$ cat config.mk
export PLATFORM = sky130hd
export DESIGN_NAME = ordered_sleep_queue
export DESIGN_NICKNAME = d
export VERILOG_FILES = /design/src/rtl/osq_pkg.sv /design/src/rtl/osq_ctrl.sv /design/src/rtl/osq_dp.sv /design/src/rtl/ordered_sleep_queue.sv
export SDC_FILE = /design/constraint.sdc
export NUM_CORES = 2
export LEC_CHECK = 0
export ABC_AREA = 0
export BUFFER_PORTS_ARGS = -buffer_cell sky130_fd_sc_hd__buf_4
export CORE_ASPECT_RATIO = 1.5
export CORE_MARGIN = 1.5
export CORE_UTILIZATION = 57
export DETAILED_ROUTE_END_ITERATION = 16
export PLACE_DENSITY = 0.78
export RECOVER_POWER = 25
export SKIP_CTS_REPAIR_TIMING = 1
export SYNTH_ARGS = -nofsm -noshare
export SYNTH_HDL_FRONTEND = slang
export SYNTH_SLANG_ARGS = --single-unit
$ cat constraint.sdc
create_clock -name i_clk -period 4.37 [get_ports i_clk]
set_clock_uncertainty 0.2 [all_clocks]
set_input_delay 0.6555 -clock i_clk [delete_from_list [all_inputs] [get_ports i_clk]]
set_output_delay 0.6555 -clock i_clk [all_outputs]
set_load 0.005 [all_outputs]
$ cat src/rtl/osq_pkg.sv
// ---------------------------------------------------------------------------
// osq_pkg
// shared types and codes for the ordered sleep queue
// ---------------------------------------------------------------------------
package osq_pkg;

    localparam logic [1:0] ACT_SLEEP  = 2'd0;
    localparam logic [1:0] ACT_TICK   = 2'd1;
    localparam logic [1:0] ACT_CANCEL = 2'd2;
    localparam logic [1:0] ACT_EARLY  = 2'd3;

    localparam logic [2:0] KIND_NONE     = 3'd0;
    localparam logic [2:0] KIND_SLEPT    = 3'd1;
    localparam logic [2:0] KIND_NOT_RUN  = 3'd2;
    localparam logic [2:0] KIND_COERCING = 3'd3;
    localparam logic [2:0] KIND_ZERO_NAP = 3'd4;
    localparam logic [2:0] KIND_WOKE     = 3'd5;
    localparam logic [2:0] KIND_CANCEL   = 3'd6;
    localparam logic [2:0] KIND_EARLY    = 3'd7;

    // wake time source of a result word
    localparam logic [1:0] WT_ZERO  = 2'd0;
    localparam logic [1:0] WT_STORE = 2'd1;
    localparam logic [1:0] WT_NEW   = 2'd2;

    typedef struct packed {
        logic [1:0]  action;
        logic [3:0]  process;
        logic [31:0] nap_ticks;
        logic [31:0] now_ticks;
        logic        proc_running;
        logic        coercion_done;
        logic [3:0]  front_process;
        logic        front_event_pending;
    } t_in_word;

    typedef struct packed {
        logic [2:0]  kind;
        logic [3:0]  slot;
        logic [31:0] wake_time;
        logic        last;
    } t_out_word;

    typedef struct packed {
        logic       ld_item;
        logic       tick_init;
        logic       ins_init;
        logic       c_next;
        logic       c_nx;
        logic       p_from_c;
        logic       lat_nx;
        logic       set_s_cur;
        logic       set_s_front;
        logic       unl_rd;
        logic       unl_wr;
        logic       ins_wr;
        logic       wake_wr;
        logic       wake_new;
        logic       flag_set;
        logic       flag_clr;
        logic       push;
        logic [2:0] kind;
        logic [1:0] wt_sel;
        logic       finish;
    } t_cmd;

    typedef struct packed {
        logic [1:0] action;
        logic       in_range;
        logic       s_asleep;
        logic       running;
        logic       coerce_ok;
        logic       nap_zero;
        logic       cur_ok;
        logic       cur_due;
        logic       ins_stop;
        logic       flag;
        logic       front_ok;
        logic       can_push;
        logic       pend_v;
        logic       out_free;
    } t_sts;

endpackage

$ cat src/rtl/osq_ctrl.sv
// ---------------------------------------------------------------------------
// osq_ctrl
// sequencer for sleep, tick, cancel and early wake handling
// ---------------------------------------------------------------------------
module osq_ctrl (
    input  logic           i_clk,
    input  logic           i_rst_n,
    input  logic           i_in_valid,
    output logic           o_in_ready,
    input  osq_pkg::t_sts  i_sts,
    output osq_pkg::t_cmd  o_cmd
);

    localparam logic [3:0] S_IDLE  = 4'd0;
    localparam logic [3:0] S_DEC   = 4'd1;
    localparam logic [3:0] S_U_RD  = 4'd2;
    localparam logic [3:0] S_U_WR  = 4'd3;
    localparam logic [3:0] S_SL_WR = 4'd4;
    localparam logic [3:0] S_WALK  = 4'd5;
    localparam logic [3:0] S_LINK  = 4'd6;
    localparam logic [3:0] S_EMIT  = 4'd7;
    localparam logic [3:0] S_FIN   = 4'd8;
    localparam logic [3:0] S_T_CHK = 4'd9;
    localparam logic [3:0] S_T_ADV = 4'd10;
    localparam logic [3:0] S_FRONT = 4'd11;
    localparam logic [3:0] S_ZW    = 4'd12;

    logic [3:0] r_state, n_state;
    logic [3:0] r_uret, n_uret;
    logic [3:0] r_eret, n_eret;
    logic [2:0] r_kind, n_kind;
    logic [1:0] r_wsel, n_wsel;

    assign o_in_ready = (r_state == S_IDLE);

    always_ff @(posedge i_clk) begin
        if (!i_rst_n) begin
            r_state <= S_IDLE;
            r_uret  <= S_IDLE;
            r_eret  <= S_IDLE;
            r_kind  <= osq_pkg::KIND_NONE;
            r_wsel  <= osq_pkg::WT_ZERO;
        end else begin
            r_state <= n_state;
            r_uret  <= n_uret;
            r_eret  <= n_eret;
            r_kind  <= n_kind;
            r_wsel  <= n_wsel;
        end
    end

    always_comb begin
        n_state = r_state;
        n_uret  = r_uret;
        n_eret  = r_eret;
        n_kind  = r_kind;
        n_wsel  = r_wsel;
        o_cmd   = '0;
        unique case (r_state)
            S_IDLE: begin
                if (i_in_valid) begin
                    o_cmd.ld_item = 1'b1;
                    n_state = S_DEC;
                end
            end
            S_DEC: begin
                n_eret = S_FIN;
                if (i_sts.action == osq_pkg::ACT_TICK) begin
                    o_cmd.tick_init = 1'b1;
                    n_state = S_T_CHK;
                end else if (!i_sts.in_range) begin
                    n_kind  = osq_pkg::KIND_NONE;
                    n_wsel  = osq_pkg::WT_ZERO;
                    n_state = S_EMIT;
                end else if (i_sts.action == osq_pkg::ACT_SLEEP) begin
                    n_wsel = osq_pkg::WT_STORE;
                    if (!i_sts.running) begin
                        n_kind  = osq_pkg::KIND_NOT_RUN;
                        n_state = S_EMIT;
                    end else if (!i_sts.coerce_ok) begin
                        n_kind  = osq_pkg::KIND_COERCING;
                        n_state = S_EMIT;
                    end else if (i_sts.nap_zero) begin
                        n_kind  = osq_pkg::KIND_ZERO_NAP;
                        n_state = S_EMIT;
                    end else begin
                        n_uret  = S_SL_WR;
                        n_state = i_sts.s_asleep ? S_U_RD : S_SL_WR;
                    end
                end else if (i_sts.action == osq_pkg::ACT_CANCEL) begin
                    n_kind  = osq_pkg::KIND_CANCEL;
                    n_uret  = S_ZW;
                    n_state = i_sts.s_asleep ? S_U_RD : S_ZW;
                end else begin
                    o_cmd.wake_wr  = 1'b1;
                    o_cmd.flag_set = 1'b1;
                    n_kind  = osq_pkg::KIND_EARLY;
                    n_wsel  = osq_pkg::WT_ZERO;
                    n_state = S_EMIT;
                end
            end
            S_U_RD: begin
                o_cmd.unl_rd = 1'b1;
                n_state = S_U_WR;
            end
            S_U_WR: begin
                o_cmd.unl_wr = 1'b1;
                n_state = r_uret;
            end
            S_SL_WR: begin
                o_cmd.wake_wr  = 1'b1;
                o_cmd.wake_new = 1'b1;
                o_cmd.ins_init = 1'b1;
                n_state = S_WALK;
            end
            S_WALK: begin
                if (i_sts.cur_ok && !i_sts.ins_stop) begin
                    o_cmd.p_from_c = 1'b1;
                    o_cmd.c_next   = 1'b1;
                end else begin
                    n_state = S_LINK;
                end
            end
            S_LINK: begin
                o_cmd.ins_wr = 1'b1;
                n_kind  = osq_pkg::KIND_SLEPT;
                n_wsel  = osq_pkg::WT_NEW;
                n_eret  = S_FIN;
                n_state = S_EMIT;
            end
            S_EMIT: begin
                if (i_sts.can_push) begin
                    o_cmd.push   = 1'b1;
                    o_cmd.kind   = r_kind;
                    o_cmd.wt_sel = r_wsel;
                    n_state = r_eret;
                end
            end
            S_FIN: begin
                if (!i_sts.pend_v) begin
                    n_state = S_IDLE;
                end else if (i_sts.out_free) begin
                    o_cmd.finish = 1'b1;
                    n_state = S_IDLE;
                end
            end
            S_T_CHK: begin
                if (!i_sts.cur_ok) begin
                    n_state = S_FRONT;
                end else if (i_sts.cur_due) begin
                    o_cmd.set_s_cur = 1'b1;
                    o_cmd.lat_nx    = 1'b1;
                    n_kind  = osq_pkg::KIND_WOKE;
                    n_wsel  = osq_pkg::WT_STORE;
                    n_uret  = S_EMIT;
                    n_eret  = S_T_ADV;
                    n_state = S_U_RD;
                end else if (i_sts.flag) begin
                    o_cmd.c_next = 1'b1;
                end else begin
                    n_state = S_FRONT;
                end
            end
            S_T_ADV: begin
                o_cmd.c_nx = 1'b1;
                n_state = S_T_CHK;
            end
            S_FRONT: begin
                o_cmd.flag_clr = 1'b1;
                if (i_sts.front_ok) begin
                    o_cmd.set_s_front = 1'b1;
                    n_kind  = osq_pkg::KIND_CANCEL;
                    n_uret  = S_ZW;
                    n_state = S_U_RD;
                end else begin
                    n_state = S_FIN;
                end
            end
            S_ZW: begin
                o_cmd.wake_wr = 1'b1;
                n_wsel  = osq_pkg::WT_ZERO;
                n_eret  = S_FIN;
                n_state = S_EMIT;
            end
            default: n_state = S_IDLE;
        endcase
    end

endmodule

$ cat src/rtl/osq_dp.sv
// ---------------------------------------------------------------------------
// osq_dp
// linked list stores, walk registers and result staging
// ---------------------------------------------------------------------------
module osq_dp #(
    parameter int MAX_PROCS = 16
) (
    input  logic                i_clk,
    input  logic                i_rst_n,
    input  osq_pkg::t_cmd       i_cmd,
    output osq_pkg::t_sts       o_sts,
    input  osq_pkg::t_in_word   i_in_data,
    input  logic                i_out_ready,
    output logic                o_out_valid,
    output osq_pkg::t_out_word  o_out_data
);

    localparam int IW = $clog2(MAX_PROCS);
    localparam int LW = $clog2(MAX_PROCS + 1);
    localparam int SW = (LW > 4) ? LW : 4;
    localparam logic [LW-1:0] NIL = LW'(MAX_PROCS);

    logic [MAX_PROCS-1:0] r_asleep;
    logic [31:0]          r_wake [MAX_PROCS];
    logic [LW-1:0]        r_next [MAX_PROCS];
    logic [LW-1:0]        r_prev [MAX_PROCS];
    logic [LW-1:0]        r_head;
    logic                 r_flag;

    osq_pkg::t_in_word    r_item;
    logic [31:0]          r_t;
    logic [SW-1:0]        r_s;
    logic [LW-1:0]        r_c, r_p, r_nx, r_up, r_un;
    logic [LW-1:0]        r_steps;

    osq_pkg::t_out_word   r_pend, r_out, n_res;
    logic                 r_pend_v, r_out_v;

    logic [32:0]          w_sum;
    logic [IW-1:0]        w_si, w_ci, w_fi;
    logic [LW-1:0]        w_cl, w_sl;
    logic [31:0]          w_cw;
    logic                 w_out_free;

    assign w_sum = 33'(i_in_data.nap_ticks) + 33'(i_in_data.now_ticks);
    assign w_si  = r_s[IW-1:0];
    assign w_ci  = r_c[IW-1:0];
    assign w_fi  = IW'(r_item.front_process);
    assign w_sl  = LW'(r_s);
    assign w_cl  = (r_c >= NIL) ? NIL : r_c;
    assign w_cw  = r_wake[w_ci];
    assign w_out_free = !r_out_v || i_out_ready;

    always_comb begin
        o_sts.action    = r_item.action;
        o_sts.in_range  = 32'(r_item.process) < 32'(MAX_PROCS);
        o_sts.s_asleep  = r_asleep[w_si];
        o_sts.running   = r_item.proc_running;
        o_sts.coerce_ok = r_item.coercion_done;
        o_sts.nap_zero  = (r_item.nap_ticks == 32'd0);
        o_sts.cur_ok    = (r_c < NIL) && (r_steps < NIL);
        o_sts.cur_due   = w_cw <= r_item.now_ticks;
        o_sts.ins_stop  = (w_cw != 32'd0) && (w_cw > r_t);
        o_sts.flag      = r_flag;
        o_sts.front_ok  = (32'(r_item.front_process) < 32'(MAX_PROCS)) &&
                          r_asleep[w_fi] && r_item.front_event_pending;
        o_sts.can_push  = !r_pend_v || w_out_free;
        o_sts.pend_v    = r_pend_v;
        o_sts.out_free  = w_out_free;
    end

    always_comb begin
        n_res.kind = i_cmd.kind;
        n_res.slot = 4'(r_s);
        n_res.last = 1'b0;
        case (i_cmd.wt_sel)
            osq_pkg::WT_STORE: n_res.wake_time = r_wake[w_si];
            osq_pkg::WT_NEW:   n_res.wake_time = r_t;
            default:           n_res.wake_time = 32'd0;
        endcase
    end

    // walk and item registers
    always_ff @(posedge i_clk) begin
        if (i_cmd.ld_item) begin
            r_item <= i_in_data;
            r_t    <= w_sum[32] ? 32'hFFFF_FFFF : w_sum[31:0];
            r_s    <= SW'(i_in_data.process);
        end
        if (i_cmd.set_s_cur)   r_s <= SW'(r_c);
        if (i_cmd.set_s_front) r_s <= SW'(r_item.front_process);
        if (i_cmd.tick_init || i_cmd.ins_init) begin
            r_c     <= r_head;
            r_steps <= '0;
        end
        if (i_cmd.ins_init) r_p <= NIL;
        if (i_cmd.p_from_c) r_p <= r_c;
        if (i_cmd.c_next) begin
            r_c     <= r_next[w_ci];
            r_steps <= r_steps + 1'b1;
        end
        if (i_cmd.c_nx) begin
            r_c     <= r_nx;
            r_steps <= r_steps + 1'b1;
        end
        if (i_cmd.lat_nx) r_nx <= r_next[w_ci];
        if (i_cmd.unl_rd) begin
            r_up <= r_prev[w_si];
            r_un <= r_next[w_si];
        end
    end

    // link stores, written in statement order so that on an unlink the named entry wins
    always_ff @(posedge i_clk) begin
        for (int i = 0; i < MAX_PROCS; i++) begin
            if (i_cmd.unl_wr) begin
                if (r_up == LW'(i)) r_next[i] <= r_un;
                if (r_un == LW'(i)) r_prev[i] <= r_up;
                if (r_s == SW'(i)) begin
                    r_next[i] <= NIL;
                    r_prev[i] <= NIL;
                end
            end
            if (i_cmd.ins_wr) begin
                if (r_s == SW'(i)) begin
                    r_prev[i] <= r_p;
                    r_next[i] <= w_cl;
                end
                if (r_p == LW'(i)) r_next[i] <= w_sl;
                if (w_cl == LW'(i)) r_prev[i] <= w_sl;
            end
        end
    end

    always_ff @(posedge i_clk) begin
        if (!i_rst_n) begin
            r_asleep <= '0;
            for (int i = 0; i < MAX_PROCS; i++) r_wake[i] <= 32'd0;
            r_head   <= NIL;
            r_flag   <= 1'b0;
            r_pend_v <= 1'b0;
            r_out_v  <= 1'b0;
        end else begin
            for (int i = 0; i < MAX_PROCS; i++) begin
                if (r_s == SW'(i)) begin
                    if (i_cmd.unl_wr) r_asleep[i] <= 1'b0;
                    if (i_cmd.ins_wr) r_asleep[i] <= 1'b1;
                    if (i_cmd.wake_wr) r_wake[i] <= i_cmd.wake_new ? r_t : 32'd0;
                end
            end
            if (i_cmd.unl_wr && (r_up >= NIL)) r_head <= r_un;
            if (i_cmd.ins_wr && (r_p >= NIL))  r_head <= w_sl;
            if (i_cmd.flag_set) r_flag <= 1'b1;
            if (i_cmd.flag_clr) r_flag <= 1'b0;
            if (i_cmd.push) begin
                r_pend_v <= 1'b1;
                r_out_v  <= r_pend_v || (r_out_v && !i_out_ready);
            end else if (i_cmd.finish) begin
                r_pend_v <= 1'b0;
                r_out_v  <= 1'b1;
            end else if (i_out_ready) begin
                r_out_v  <= 1'b0;
            end
        end
    end

    // result staging: the held word goes out once the next one is known, or with
    // last set when the action finishes (a held word always has last clear)
    always_ff @(posedge i_clk) begin
        if (i_cmd.push) begin
            r_pend <= n_res;
            if (r_pend_v) r_out <= r_pend;
        end else if (i_cmd.finish) begin
            r_out <= '{kind: r_pend.kind, slot: r_pend.slot,
                       wake_time: r_pend.wake_time, last: 1'b1};
        end
    end

    assign o_out_valid = r_out_v;
    assign o_out_data  = r_out;

endmodule

$ cat src/rtl/ordered_sleep_queue.sv
// ---------------------------------------------------------------------------
// ordered_sleep_queue
// timer queue of sleeping process slots kept as a list sorted by wake time
// ---------------------------------------------------------------------------
// usage
//   input channel: one word per action (sleep, tick, cancel, early wake mark)
//   on i_in_valid / o_in_ready; taken only while the sequencer is idle
//   output channel: result words on o_out_valid / i_out_ready, the final
//   word of an action carries last; a tick that does nothing gives none
//   a cancel or a sleep unlinks the slot first if it sleeps; a sleep then
//   walks the list one entry a cycle to find its place and relinks there;
//   a tick walks the list, waking each due entry, and passes entries not
//   yet due only while the nap-over flag is set
//   throughput: one action at a time, set by the list walk sequencer
//   results are held one word back so last can be set; a stalled receiver
//   freezes the sequencer at its next result word, nothing is dropped
//   reset clears sleep bits, wake times, the head link and the nap-over flag
// ---------------------------------------------------------------------------
module ordered_sleep_queue #(
    parameter int MAX_PROCS = 16
) (
    input  logic                i_clk,
    input  logic                i_rst_n,
    input  logic                i_in_valid,
    output logic                o_in_ready,
    input  osq_pkg::t_in_word   i_in_data,
    output logic                o_out_valid,
    input  logic                i_out_ready,
    output osq_pkg::t_out_word  o_out_data
);

    // command and status between sequencer and datapath
    osq_pkg::t_cmd w_cmd;
    osq_pkg::t_sts w_sts;

    osq_ctrl u_ctrl (
        .i_clk      (i_clk),
        .i_rst_n    (i_rst_n),
        .i_in_valid (i_in_valid),
        .o_in_ready (o_in_ready),
        .i_sts      (w_sts),
        .o_cmd      (w_cmd)
    );

    // list stores, walk pointers and output staging
    osq_dp #(
        .MAX_PROCS (MAX_PROCS)
    ) u_dp (
        .i_clk       (i_clk),
        .i_rst_n     (i_rst_n),
        .i_cmd       (w_cmd),
        .o_sts       (w_sts),
        .i_in_data   (i_in_data),
        .i_out_ready (i_out_ready),
        .o_out_valid (o_out_valid),
        .o_out_data  (o_out_data)
    );

endmodule

==> flow_summary.json <==
{
  "stdcell_count": 5240,
  "fin_crit_ns": 4.68,
  "p_sw_mw": 12.5,
  "finish.utilization_pct": 67.2,
  "hp-start": "i_out_ready",
  "syn_avg_cell_area_um2": 13.1,
  "comb_power_share_pct": 40.7,
  "io_pins": 123,
  "cts_max_path_buffers": 3,
  "clkLatencyLatePin_ns": 0.71,
  "p_per_area_mw_per_mm2": 609,
  "worstMarginPinSlew_ns": 2.86,
  "place.gp.congestion": 1.07,
  "netlist.area_leader.share_pct": 54.8,
  "max-slew-margin-rel_pct": -92.4,
  "hpwl_um": 118000,
  "cp_max_fo": 15,
  "seq_area_frac_synth_pct": 56.8,
  "synth_edf_count": 890,
  "ant_nets": 0,
  "worstSetupPathType": "reg -> reg",
  "numCtsBuffers": 92,
  "clkPwrFrac_pct": 24.8,
  "fmax_mhz": 214,
  "max_cap_viol_count": 9,
  "fp.coreArea_mm2": 0.0849,
  "die_w_um": 242,
  "netlist-cell-type-count": 70,
  "async_flop_share_pct": 0,
  "grt_pass1_wl_um": 254000,
  "pre_cts_slack_ns": -0.319,
  "synthesis.area_mm2": 0.0487,
  "final_area_mm2": 0.0571,
  "wire_per_inst_um": 34.6,
  "setup_viol": 49,
  "seq_power_share_pct": 34.5,
  "syn_inst": 3710,
  "p_int_mw": 22.3,
  "netlist_top_cells_area": "edfxtp_1, mux4_2, nor2_1",
  "start_kind": "register",
  "die_h_um": 361,
  "final_common_cell": "edfxtp_1",
  "finalCritPeriodShare_pct": 107,
  "die_area_mm2": 0.0873,
  "drtIter0Drc": 5450,
  "antenna_found_initial": 12,
  "clock-sinks": 937,
  "hold_slack_ns": 0.0850,
  "drc": 0,
  "ir_drop_uv": 427,
  "ys_ff_latch": 937,
  "final_layout_size_suffix_gt1_share_pct": 23.7,
  "arrival_ns": 5.06,
  "power_mw": 34.7,
  "slew_violations": 187,
  "grtUsageTotal_pct": 40.9,
  "io_buffers": 122,
  "fp-row-count": 131,
  "crit_path_end_kind": "register",
  "yosys.area.top_type": "edfxtp_1",
  "area_delta_synth_final_pct": 17.1,
  "dp_cells": 4955,
  "globalRouteOverflowTotal": 0,
  "fillers": 5866,
  "hold_path.class": "in -> reg",
  "placed_area_mm2": 0.0528,
  "fin_ws_ns": -0.311,
  "status": "complete, but fails checks",
  "layout_common_cells": "edfxtp_1, nor2_1, mux4_2",
  "totalWireLength_um": 181000,
  "failed_checks": "max-capacitance violations, max-slew violations, negative setup slack",
  "htree_num_levels": 3,
  "cts_root_buf": "clkbuf_16",
  "final_nets": 4209,
  "ys_warn_count": 0,
  "swShare_pct": 35.9,
  "power_leakage_nw": 20.5,
  "ys.flop_type": "edfxtp_1",
  "viasPerCell": 7.23,
  "cts_tree": "built",
  "dr.pass1.iters": 6,
  "start_util_pct": 57.4,
  "rsz0062_at_grt": "true",
  "syn_nets": 3891,
  "hold_viol": 0,
  "grt_pass1_vias": 37300,
  "clkTransAtPathRegs_ns": 0.07,
  "vias": 37900,
  "required_ns": 4.75,
  "grt_max_degree": 92,
  "setup_tns_ns": -6.88
}
[synthesized netlist by cell type, types with 15 or more instances]
library cell  count
a21o_1           34
a21oi_1         163
a221oi_1         22
a22oi_1         198
buf_1            35
clkbuf_1        243
dfxtp_1          47
edfxtp_1        890
ha_1             99
inv_1           127
mux2i_1          52
mux4_2          358
nand2_1         294
nand2b_1         17
nand3_1          53
nand4_1          22
nor2_1          563
nor2b_1          25
nor3_1           41
nor4_1           18
o21ai_0         155
o221ai_1         22
o22ai_1          17
xor2_1           15
[power groups by stage]
stage | clock network, mW | logic [mW] | registers (mW)
final | 8.61 | 14.2 | 12.0
after global routing | 8.93 | 14.7 | 12.0
after CTS | 8.56 | 12.9 | 11.8
after detailed placement | 0 | 12.8 | 12.0
after global placement | 0 | 12.6 | 12.0
after floorplan | 0 | 8.27 | 11.3
[kinds of logic after synthesis]
family,Yosys count,share of synthesized area [%]
adders and majority gates,100,2.58
xor gates and xnor gates,28,0.503
DFF,937,56.8
and+or+nand+nor,1090,9.44
buffers and inverters,428,3.46
AOI/OAI and AO/OA,712,9.50
muxes,415,17.7
[per-layer routing]
metal / wire, µm / GRT usage, % / vias up
met3: 21200 / 10.9 / 1174
met5: 34 / 0 / -
met4: 23300 / 42.7 / 6
met2: 85500 / 65.4 / 3458
met1: 51100 / 42.3 / 18200
li1: - / - / 15000
[cell type report]
class / instances / area, µm² / area share (%)
antenna: 9 / 22.5 / 0.0395
clock buffer: 105 / 2410 / 4.23
clock inverter: 62 / 798 / 1.40
inverter: 128 / 484 / 0.848
multi-input combinational: 2346 / 19800 / 34.8
sequential: 937 / 27700 / 48.5
tap: 1130 / 1410 / 2.48
timing repair buffer: 522 / 4410 / 7.73
timing repair inverter: 1 / 7.51 / 0.0132
[state kept, by name, indices dropped and copies added, names as in the netlist, 3 cells and up, named ones only]
register and flops:
u_ctrl.r_uret 3, u_dp.r_t 32, u_dp.r_p 5, u_dp.r_s 5, u_dp.r_up 5, u_dp.o_sts 4, u_dp.o_out_data 40, u_dp.r_next 80
u_dp.r_item 65, u_dp.w_fi 4, u_dp.r_head 5, u_ctrl.r_kind 3, u_dp.r_nx 5, u_dp.r_c 5, u_dp.r_steps 5, u_dp.r_asleep 16
u_dp.r_un 5, u_dp.r_prev 80, u_dp.r_pend 39, u_dp.r_wake 512, u_ctrl.r_state 4
[critical path, stage by stage, from the launching register on]
cell,delay [ns]
dfxtp_4,0.46
buf_6,0.20
buf_12,0.18
buf_6,0.14
mux4_2,0.52
a22oi_2,0.23
nand2_1,0.15
buf_4,0.18
ha_1,0.28
a21o_1,0.16
a21oi_1,0.16
o21ai_0,0.10
a211oi_1,0.25
buf_4,0.17
o211ai_1,0.19
a21oi_4,0.30
buf_4,0.18
a41oi_2,0.13
o31a_1,0.34
[worst paths after layout]
path                                          to  slack [ns]  cells past startpoint
setup / recovery  u_ctrl.r_state[3]$_SDFFE_PN0P_       -0.31                     18
hold / removal     u_dp.o_out_valid$_SDFFE_PN0P_        0.08                      4
setup reg to reg  u_ctrl.r_state[3]$_SDFFE_PN0P_       -0.31                     18
hold reg to reg    u_dp.o_out_data[34]$_DFFE_PP_        0.21                      0
Power figures use the tool's default switching activity.
